## config.mk

```make
export PLATFORM = sky130hd
export DESIGN_NAME = peer_clock_sync_engine_core
export DESIGN_NICKNAME = d
export VERILOG_FILES = /design/src/design/pcse_pkg.sv /design/src/design/peer_clock_sync_engine_core.sv /design/src/design/pcse_front.sv /design/src/design/pcse_back.sv
export SDC_FILE = /design/constraint.sdc
export NUM_CORES = 2
export LEC_CHECK = 0
export ABC_AREA = 1
export BUFFER_PORTS_ARGS = -buffer_cell sky130_fd_sc_hd__buf_2
export CAP_MARGIN = 20
export CORE_ASPECT_RATIO = 0.7
export CORE_MARGIN = 4
export CORE_UTILIZATION = 50
export DETAILED_ROUTE_END_ITERATION = 10
export PLACE_DENSITY = 0.68
export SETUP_SLACK_MARGIN = 0.05
export SLEW_MARGIN = 5
export SYNTH_ARGS = -nofsm -noshare
export SYNTH_HDL_FRONTEND = slang
export SYNTH_SLANG_ARGS = --single-unit
export TNS_END_PERCENT = 50
```

## constraint.sdc

```tcl
create_clock -name clock -period 36.7 [get_ports clock]
set_clock_uncertainty 0.2 [all_clocks]
set_input_delay 7.34 -clock clock [delete_from_list [all_inputs] [get_ports clock]]
set_output_delay 7.34 -clock clock [all_outputs]
set_load 0.1 [all_outputs]
```

## src/design/pcse_pkg.sv

```systemverilog
`timescale 1ns / 1ps
`default_nettype none
// ----------------------------------------------------------------------------
// pcse_pkg: shared types and codes of the peer clock sync engine
// Message and reply codes, beat structs and the front-to-back command.
// ----------------------------------------------------------------------------
package pcse_pkg;

   typedef enum logic [2:0] {
      OP_HELLO      = 3'd0,
      OP_CONNECT    = 3'd1,
      OP_GET_TIME   = 3'd2,
      OP_DELAY_REQ  = 3'd3,
      OP_SYNC_START = 3'd4,
      OP_DELAY_RESP = 3'd5
   } op_type;

   typedef enum logic [2:0] {
      KIND_HDR   = 3'd0,
      KIND_ENTRY = 3'd1,
      KIND_ACK   = 3'd2,
      KIND_TIME  = 3'd3,
      KIND_DRESP = 3'd4,
      KIND_DREQ  = 3'd5,
      KIND_REJ   = 3'd6
   } kind_type;

   typedef struct packed {
      logic [2:0]  op;
      logic [31:0] peer_addr;
      logic [15:0] src_port;
      logic [7:0]  msg_level;
      logic [63:0] msg_timestamp;
      logic [63:0] now_ms;
   } req_type;

   typedef struct packed {
      logic [2:0]  reply_kind;
      logic [31:0] out_addr;
      logic [15:0] out_port;
      logic [7:0]  out_level;
      logic [63:0] out_timestamp;
      logic [5:0]  peer_count;
      logic        last;
   } rsp_type;

   // Classified message handed from front to back.
   typedef struct packed {
      logic [2:0]  op;
      logic [47:0] peer;
      logic [7:0]  level;
      logic [63:0] stamp;
      logic [63:0] now;
   } cmd_type;

endpackage
`default_nettype wire

```

## src/design/peer_clock_sync_engine_core.sv

```systemverilog
`timescale 1ns / 1ps
`default_nettype none
// ----------------------------------------------------------------------------
// peer_clock_sync_engine_core: clock sync message engine
// Peer table, time replies and delay measurement for one message stream.
// ----------------------------------------------------------------------------
// One message is worked at a time: the next is taken only when the engine is
// idle and no reply beat is waiting to be popped. An undefined op is dropped
// at intake. A sync start that passes its level checks walks the peer table
// one entry at a time; a hello emits its header and then one entry beat per
// peer, each once the previous beat has been popped. A two-entry queue in
// front lets new messages arrive while one is being worked.
module peer_clock_sync_engine_core #(
   parameter int PEER_SLOTS     = 32,
   parameter int TOP_SYNC_LEVEL = 255
) (
   input  wire logic              clock,
   input  wire logic              reset,
   input  wire pcse_pkg::req_type req_data,
   input  wire logic              req_push,
   output logic                   req_full,
   output pcse_pkg::rsp_type      rsp_data,
   output logic                   rsp_empty,
   input  wire logic              rsp_pop
);
   pcse_pkg::cmd_type cmd_data;
   logic              cmd_valid, cmd_take;

   pcse_front u_front (
      .clock, .reset, .req_data, .req_push, .req_full,
      .cmd_data, .cmd_valid, .cmd_take
   );

   pcse_back #(.PEER_SLOTS(PEER_SLOTS), .TOP_SYNC_LEVEL(TOP_SYNC_LEVEL)) u_back (
      .clock, .reset, .cmd_data, .cmd_valid, .cmd_take,
      .rsp_data, .rsp_empty, .pop(rsp_pop)
   );
endmodule
`default_nettype wire

```

## src/design/pcse_front.sv

```systemverilog
`timescale 1ns / 1ps
`default_nettype none
// ----------------------------------------------------------------------------
// pcse_front: message intake
// Accepts request beats, drops undefined ops, and queues commands for the back.
// ----------------------------------------------------------------------------
module pcse_front (
   input  wire logic              clock,
   input  wire logic              reset,
   input  wire pcse_pkg::req_type req_data,
   input  wire logic              req_push,
   output logic                   req_full,
   output pcse_pkg::cmd_type      cmd_data,
   output logic                   cmd_valid,
   input  wire logic              cmd_take
);
   // two-entry queue
   pcse_pkg::cmd_type q_ff [2];
   logic       wr_ff, wr_in, rd_ff, rd_in;
   logic [1:0] cnt_ff, cnt_in;
   logic       acc, keep;

   assign req_full  = (cnt_ff == 2'd2);
   assign acc       = req_push && !req_full;
   assign keep      = acc && (req_data.op <= pcse_pkg::OP_DELAY_RESP);
   assign cmd_valid = (cnt_ff != 2'd0);
   assign cmd_data  = q_ff[rd_ff];

   always_comb begin
      wr_in  = wr_ff ^ keep;
      rd_in  = rd_ff ^ (cmd_take && cmd_valid);
      cnt_in = cnt_ff + {1'b0, keep} - {1'b0, cmd_take && cmd_valid};
   end

   // advance pointers
   always_ff @(posedge clock) begin
      if (reset) begin
         wr_ff  <= 1'b0;
         rd_ff  <= 1'b0;
         cnt_ff <= 2'd0;
      end else begin
         wr_ff  <= wr_in;
         rd_ff  <= rd_in;
         cnt_ff <= cnt_in;
      end
   end

   // store the classified beat
   always_ff @(posedge clock) begin
      if (keep) begin
         q_ff[wr_ff] <= '{op: req_data.op,
                          peer: {req_data.peer_addr, req_data.src_port},
                          level: req_data.msg_level,
                          stamp: req_data.msg_timestamp,
                          now: req_data.now_ms};
      end
   end
endmodule
`default_nettype wire

```

## src/design/pcse_back.sv

```systemverilog
`timescale 1ns / 1ps
`default_nettype none
// ----------------------------------------------------------------------------
// pcse_back: protocol engine
// Walks the peer table, keeps sync state and emits reply beats.
// ----------------------------------------------------------------------------
module pcse_back #(
   parameter int PEER_SLOTS     = 32,
   parameter int TOP_SYNC_LEVEL = 255
) (
   input  wire logic              clock,
   input  wire logic              reset,
   input  wire pcse_pkg::cmd_type cmd_data,
   input  wire logic              cmd_valid,
   output logic                   cmd_take,
   output pcse_pkg::rsp_type      rsp_data,
   output logic                   rsp_empty,
   input  wire logic              pop
);
   localparam int IW = (PEER_SLOTS > 1) ? $clog2(PEER_SLOTS) : 1;
   localparam int CW = $clog2(PEER_SLOTS + 1);
   localparam logic [7:0] TOP = 8'(TOP_SYNC_LEVEL);

   typedef enum logic [2:0] {
      S_IDLE, S_LIST, S_LWAIT, S_SCAN, S_SWAIT, S_OFFSET
   } state_type;

   state_type         state_ff;
   pcse_pkg::cmd_type c_ff;
   logic [47:0]       mem [PEER_SLOTS];
   logic [47:0]       rd_ff;
   logic [CW-1:0]     total_ff, idx_ff;
   logic [7:0]        lvl_ff, plvl_ff;
   logic [47:0]       sync_ff, ppeer_ff;
   logic [63:0]       off_ff, lsync_ff, t1_ff, t2_ff, sum_ff;
   logic              await_ff, found_ff;
   pcse_pkg::rsp_type out_ff;
   pcse_pkg::rsp_type beat_in;
   logic              full_ff;
   logic              wr_en, rd_go;
   logic [63:0]       half;

   assign rsp_data  = out_ff;
   assign rsp_empty = !full_ff;
   assign cmd_take  = (state_ff == S_IDLE) && cmd_valid && !full_ff;
   assign half = sum_ff[63] ? (64'd0 - ((64'd0 - sum_ff) >> 1)) : (sum_ff >> 1);
   assign wr_en = ((state_ff == S_LIST) && (idx_ff == total_ff) ||
                   cmd_take && (cmd_data.op == pcse_pkg::OP_CONNECT))
                  && (total_ff < CW'(PEER_SLOTS));
   assign rd_go = (state_ff == S_LIST || state_ff == S_SCAN) && (idx_ff < total_ff);

   // reply beat for the command being taken
   always_comb begin
      beat_in = '{reply_kind: pcse_pkg::KIND_ACK, out_addr: cmd_data.peer[47:16],
                  out_port: cmd_data.peer[15:0], out_level: 8'd0,
                  out_timestamp: 64'd0, peer_count: 6'd0, last: 1'b1};
      case (cmd_data.op)
         pcse_pkg::OP_HELLO: begin
            beat_in.reply_kind = pcse_pkg::KIND_HDR;
            beat_in.peer_count = 6'(total_ff);
            beat_in.last       = (total_ff == '0);
         end
         pcse_pkg::OP_GET_TIME: begin
            beat_in.reply_kind    = pcse_pkg::KIND_TIME;
            beat_in.out_level     = lvl_ff;
            beat_in.out_timestamp = cmd_data.now - off_ff;
         end
         pcse_pkg::OP_DELAY_REQ: begin
            beat_in.reply_kind    = pcse_pkg::KIND_DRESP;
            beat_in.out_level     = lvl_ff;
            beat_in.out_timestamp = cmd_data.now - off_ff;
         end
         pcse_pkg::OP_DELAY_RESP: beat_in.reply_kind = pcse_pkg::KIND_REJ;
         default: ;
      endcase
   end

   // table memory, registered read
   always_ff @(posedge clock) begin
      if (wr_en) mem[total_ff[IW-1:0]] <= (state_ff == S_LIST) ? c_ff.peer : cmd_data.peer;
      rd_ff <= mem[idx_ff[IW-1:0]];
   end

   // sequencer
   always_ff @(posedge clock) begin
      if (reset) begin
         state_ff <= S_IDLE; full_ff <= 1'b0; total_ff <= '0; lvl_ff <= TOP;
         sync_ff <= '0; off_ff <= '0; lsync_ff <= '0; await_ff <= 1'b0;
         ppeer_ff <= '0; plvl_ff <= '0; t1_ff <= '0; t2_ff <= '0;
      end else begin
         if (pop && full_ff) full_ff <= 1'b0;
         if (wr_en) total_ff <= total_ff + CW'(1);
         case (state_ff)
            S_IDLE: if (cmd_take) begin
               c_ff <= cmd_data; idx_ff <= '0; found_ff <= 1'b0;
               out_ff <= beat_in;
               case (cmd_data.op)
                  pcse_pkg::OP_HELLO: begin
                     full_ff <= 1'b1; state_ff <= S_LIST;
                  end
                  pcse_pkg::OP_CONNECT, pcse_pkg::OP_GET_TIME, pcse_pkg::OP_DELAY_REQ:
                     full_ff <= 1'b1;
                  pcse_pkg::OP_SYNC_START: begin
                     if (cmd_data.peer != sync_ff) begin
                        if ({1'b0, cmd_data.level} + 9'd1 < {1'b0, lvl_ff} &&
                            {1'b0, cmd_data.level} + 9'd1 < {1'b0, TOP} && !await_ff)
                           state_ff <= S_SCAN;
                     end else if (cmd_data.level >= lvl_ff) begin
                        lvl_ff <= TOP; lsync_ff <= '0;
                     end else begin
                        lsync_ff <= cmd_data.now;
                        if ({1'b0, cmd_data.level} + 9'd1 < {1'b0, TOP} && !await_ff)
                           state_ff <= S_SCAN;
                     end
                  end
                  pcse_pkg::OP_DELAY_RESP: begin
                     if (cmd_data.peer != ppeer_ff || cmd_data.level != plvl_ff || !await_ff)
                     begin
                        full_ff <= 1'b1;
                     end else begin
                        await_ff <= 1'b0; sync_ff <= ppeer_ff;
                        lvl_ff <= plvl_ff + 8'd1; lsync_ff <= cmd_data.now;
                        sum_ff <= t2_ff - t1_ff + t2_ff - cmd_data.stamp;
                        state_ff <= S_OFFSET;
                     end
                  end
                  default: ;
               endcase
            end
            S_OFFSET: begin
               off_ff <= half; state_ff <= S_IDLE;
            end
            S_LIST: begin
               if (rd_go && !full_ff) begin
                  idx_ff <= idx_ff + CW'(1); state_ff <= S_LWAIT;
               end else if (!rd_go) state_ff <= S_IDLE;
            end
            S_LWAIT: begin
               out_ff <= '{reply_kind: pcse_pkg::KIND_ENTRY, out_addr: rd_ff[47:16],
                           out_port: rd_ff[15:0], out_level: 8'd0, out_timestamp: 64'd0,
                           peer_count: 6'd0, last: (idx_ff == total_ff)};
               full_ff <= 1'b1; state_ff <= S_LIST;
            end
            S_SCAN: begin
               if (rd_go) begin
                  idx_ff <= idx_ff + CW'(1); state_ff <= S_SWAIT;
               end else begin
                  out_ff.reply_kind <= found_ff ? pcse_pkg::KIND_DREQ : pcse_pkg::KIND_REJ;
                  full_ff <= 1'b1; state_ff <= S_IDLE;
                  if (found_ff) begin
                     ppeer_ff <= c_ff.peer; await_ff <= 1'b1; plvl_ff <= c_ff.level;
                     t1_ff <= c_ff.stamp; t2_ff <= c_ff.now;
                  end
               end
            end
            S_SWAIT: begin
               if (rd_ff == c_ff.peer) found_ff <= 1'b1;
               state_ff <= S_SCAN;
            end
            default: state_ff <= S_IDLE;
         endcase
      end
   end
endmodule
`default_nettype wire

```

==> results by group <==
Outcome
  – Status: finished, final reports clean

Timing
  – # setup viols final: 0
  – Slew @ Worst Pin: between 1000 and 1500 ps
  – Number of endpoints with negative hold slack in the final report: 0
  – Timing-limited maximum frequency: approximately 0.095 GHz
  – Worst hold-check slack: roughly 250 ps
  – Worst relative slew slack: under 10%
  – Unrepaired setup endpoints after global routing: false
  – Number of max-slew violations in the final report: 0
  – Fin crit share: between 20 and 30%
  – Minimum clock period after layout: ~11000 ps
  – Final-layout setup total negative slack: 0 ps

Hold path
  – Hold/Removal Path Class: flop to flop

Floorplanning
  – FP Rows: 147
  – I/O pin count: about 320
  – Overall die height: approximately 410 µm
  – Floorplan die width: around 600 µm
  – Full die area: about 240000 µm²
  – Effective utilization at floorplan: around half
  – Area of the core region: about 230000 µm²

Finish
  – Ratio of cells with drive above 1 in the final layout: between 10% and 20%
  – Final net count: about 11000
  – Final design area excluding fillers: 129500 µm²
  – Filler Cell Count: 19204
  – Area growth from synthesis to final layout: 11.66%

Detailed routing
  – Length of the first detailed-routing pass in iterations: 6
  – Average via count per standard cell: roughly 6.2
  – Total via count after detailed routing: around 87000
  – Number of routed nets with antenna violations: 0
  – Routed length per placed instance: 29.53 µm
  – Post-route DRC violation count: 0
  – Final routed wirelength across all metal layers: just over 400000 µm
  – Detailed Route Iter0 Violations: 14760

Clocking
  – Clock-pin slew on the worst setup and hold paths: around 60 ps
  – Number of buffers added by the clock tree synthesis step: about 250
  – Count of buffers added by post-CTS timing repair for setup: 0
  – Hold-fix buffers, CTS: 0
  – Total clock sinks: 2660
  – Maximum level of the CTS H-tree: 4
  – Clock root buffer: sky130_fd_sc_hd__clkbuf_16
  – Clock network latency to the later pin of the worst-skew pair: around 910 ps
  – Post-CTS resize count: 0
  – CTS tree: yes
  – Maximum clock path buffer count: 4

Synthesis
  – Post-synthesis async set-or-reset flop share: 0%
  – Post-synthesis sequential area ratio: approximately 66%
  – Yosys top cell area share: between 50% and 60%
  – Count of flip-flops with a built-in enable after synthesis: around 2300
  – Combinational family with the most area after synthesis: simple AND/OR/NAND/NOR gates
  – Top cells by area, synth: sky130_fd_sc_hd__edfxtp_1 59%, sky130_fd_sc_hd__dfxtp_1 6.3%, sky130_fd_sc_hd__o21ai_0 5.8%
  – Distinct cells, synth: between 60 and 70
  – Post-Synthesis Net Count: around 11000
  – Adder and majority cell fraction of the synthesized area: 2.858%
  – Leading cell types by count after synthesis: 2294 x sky130_fd_sc_hd__edfxtp_1, 1730 x sky130_fd_sc_hd__nor2_1, 1342 x sky130_fd_sc_hd__o21ai_0, 1330 x sky130_fd_sc_hd__nand2_1, 741 x sky130_fd_sc_hd__inv_1
  – Warnings from Yosys: 0
  – Post-synthesis xor/xnor area fraction: roughly 1.8%
  – Compound-Gate Fraction of Synth Area: about an eighth
  – #FFs+latches synth: ~2700
  – Primary FF master, synth: sky130_fd_sc_hd__edfxtp_1
  – Mapped Area: between 100000 and 150000 µm²
  – Biggest area consumer among synthesized cells: sky130_fd_sc_hd__edfxtp_1
  – Count leader, synth: sky130_fd_sc_hd__edfxtp_1
  – Proportion of synthesized area in mux cells: 0.04317%
  – Per-instance average area after synthesis: 10.97 µm²
  – Synthesized-area fraction occupied by and/or/nand/nor cells: about an eighth
  – Gate Count Post-Synth: 10569

Power and ir drop
  – Cell leakage power: 0.04536 µW
  – PD cells: around 83 nW/µm²
  – Peak ir drop on the vdd network: between 0.00007 and 0.00008 V

Placed design
  – Detailed placement HPWL: between 200000 and 300000 µm
  – Instance area after placement: 121300 µm²
  – Port bufs: roughly 320
  – Routability cong.: between 0.9 and 1

Global route
  – Via count of the first global-routing pass: between 70000 and 80000
  – GRT Total Usage: 33.59%
  – Maximum number of pins on one net before global-route repair: just over 200
  – Global-route layer with the greatest usage: met1
  – Global routing usage on met3: slightly below 9%
  – Met2 layer usage reported by global route: a little over two fifths
  – Routing usage on met1: 55.89%
  – Wire length of the first global-routing pass: a little under 600000 µm
  – Sum of overflow across all layers after global routing: 0
  – Antenna violations before repair: 51

Critical path
  – Kind of end point of the critical path: flop
  – Kind of critical path: input port to flop
  – Critical Path Source Type: input port
  – Crit path DAT: 10840 ps
  – Worst Path Required: between 30000 and 40000 ps
  – Worst Path Max Fanout: 52

Flow run
  – Number of maximum-capacitance constraint violations: 0
==> cell usage in the layout (no fill, tap or decap), types with 63 or more instances in the layout <==
cell type	Yosys	layout
sky130_fd_sc_hd__fa_1	63	63
sky130_fd_sc_hd__buf_4	6	140
sky130_fd_sc_hd__dfxtp_1	366	365
sky130_fd_sc_hd__nand2_1	1330	1329
sky130_fd_sc_hd__nand3_1	220	220
sky130_fd_sc_hd__o221ai_1	130	130
sky130_fd_sc_hd__or2_2	76	76
sky130_fd_sc_hd__a31oi_1	102	88
sky130_fd_sc_hd__ha_1	164	162
sky130_fd_sc_hd__xor2_1	132	132
sky130_fd_sc_hd__nor2_1	1730	1694
sky130_fd_sc_hd__buf_2	38	322
sky130_fd_sc_hd__o21ai_0	1342	1307
sky130_fd_sc_hd__clkbuf_16	0	249
sky130_fd_sc_hd__inv_1	741	736
sky130_fd_sc_hd__o22ai_1	244	244
sky130_fd_sc_hd__a21oi_1	509	509
sky130_fd_sc_hd__xnor2_1	97	97
sky130_fd_sc_hd__edfxtp_1	2294	2294
==> worst max-delay path, cell delays in order <==
cell and delay [ps]:
sky130_fd_sc_hd__buf_2 90, sky130_fd_sc_hd__o21ai_0 70, sky130_fd_sc_hd__a21oi_1 390, sky130_fd_sc_hd__ha_4 690, sky130_fd_sc_hd__buf_4 660, sky130_fd_sc_hd__buf_4 700, sky130_fd_sc_hd__buf_4 680
==> per-stage QoR <==
| stage | utilization, % | setup slack (ps) | power (µW) | std cells |
|---|---|---|---|---|
| finish | 56.31 | 26120 | 10680 | 14078 |
| global route | 56.29 | 25930 | 11060 | 14063 |
| CTS | 56.23 | 26180 | 10570 | 14053 |
| detailed placement | 52.74 | 25280 | 7985 | 13598 |
| global placement | 52.70 | 25350 | 7951 | 13592 |
| floorplan | - | 19410 | 6418 | 10569 |
==> layer usage <==
metal	vias to the layer above	routed length [µm]
met5	-	195
met4	16	9315
met3	557	58010
met2	5616	160300
met1	42976	187800
li1	37791	-
==> area by class of cell <==
cell class	instances	area (µm²)	share of cell area, %
Timing Repair Buffer	484	3029	2.340
Sequential cell	2660	76220	58.88
Tap cell	3054	3821	2.952
Multi-Input combinational cell	6647	35420	27.36
Antenna cell	15	37.54	0.02900
Clock buffer	320	6658	5.143
Clock inverter	135	1371	1.059
Inverter	763	2903	2.242
==> path summary, 6_finish.rpt <==
kind                                                   start                                 to  slack (ps)  cells after the start
worst max-delay path                                req_push      u_front.q_ff[0][73]$_DFFE_PP_       26120                      7
worst min-delay path            u_front.cnt_ff[1]$_SDFF_PP0_       u_front.cnt_ff[1]$_SDFF_PP0_         250                      1
worst max register to register      u_front.rd_ff$_SDFF_PP0_  u_back.rsp_data[51]$_SDFFCE_PP0P_       30040                     24
worst min register to register  u_front.cnt_ff[1]$_SDFF_PP0_       u_front.cnt_ff[1]$_SDFF_PP0_         250                      1
==> cell families (layout without fill, tap and decap cells) <==
group / Yosys count / in the layout
compound gates: 2579 / 2579
mux: 5 / 5
other cells: 0 / 15
simple gates: 3606 / 3606
buf+inv: 1262 / 1702
flops: 2660 / 2660
xor+xnor: 230 / 230
fa+ha+maj: 227 / 227
==> registers in the layout, summed over array words and instances (netlist names), 63 cells and up <==
register	cells
u_back.c_ff	183
u_back.mem	1536
u_back.off_ff	64
u_back.rsp_data	130
u_back.sum_ff	64
u_back.t1_ff	64
u_back.t2_ff	63
u_front.q_ff	374
==> power breakdown <==
part,switching (µW),leakage (µW),internal (µW)
Combinational,3120,0.0176,890
Clock,1150,0.00392,1440
Sequential,122,0.0238,3970
Total,4380,0.0454,6300
(Power assumes the default switching activity.)
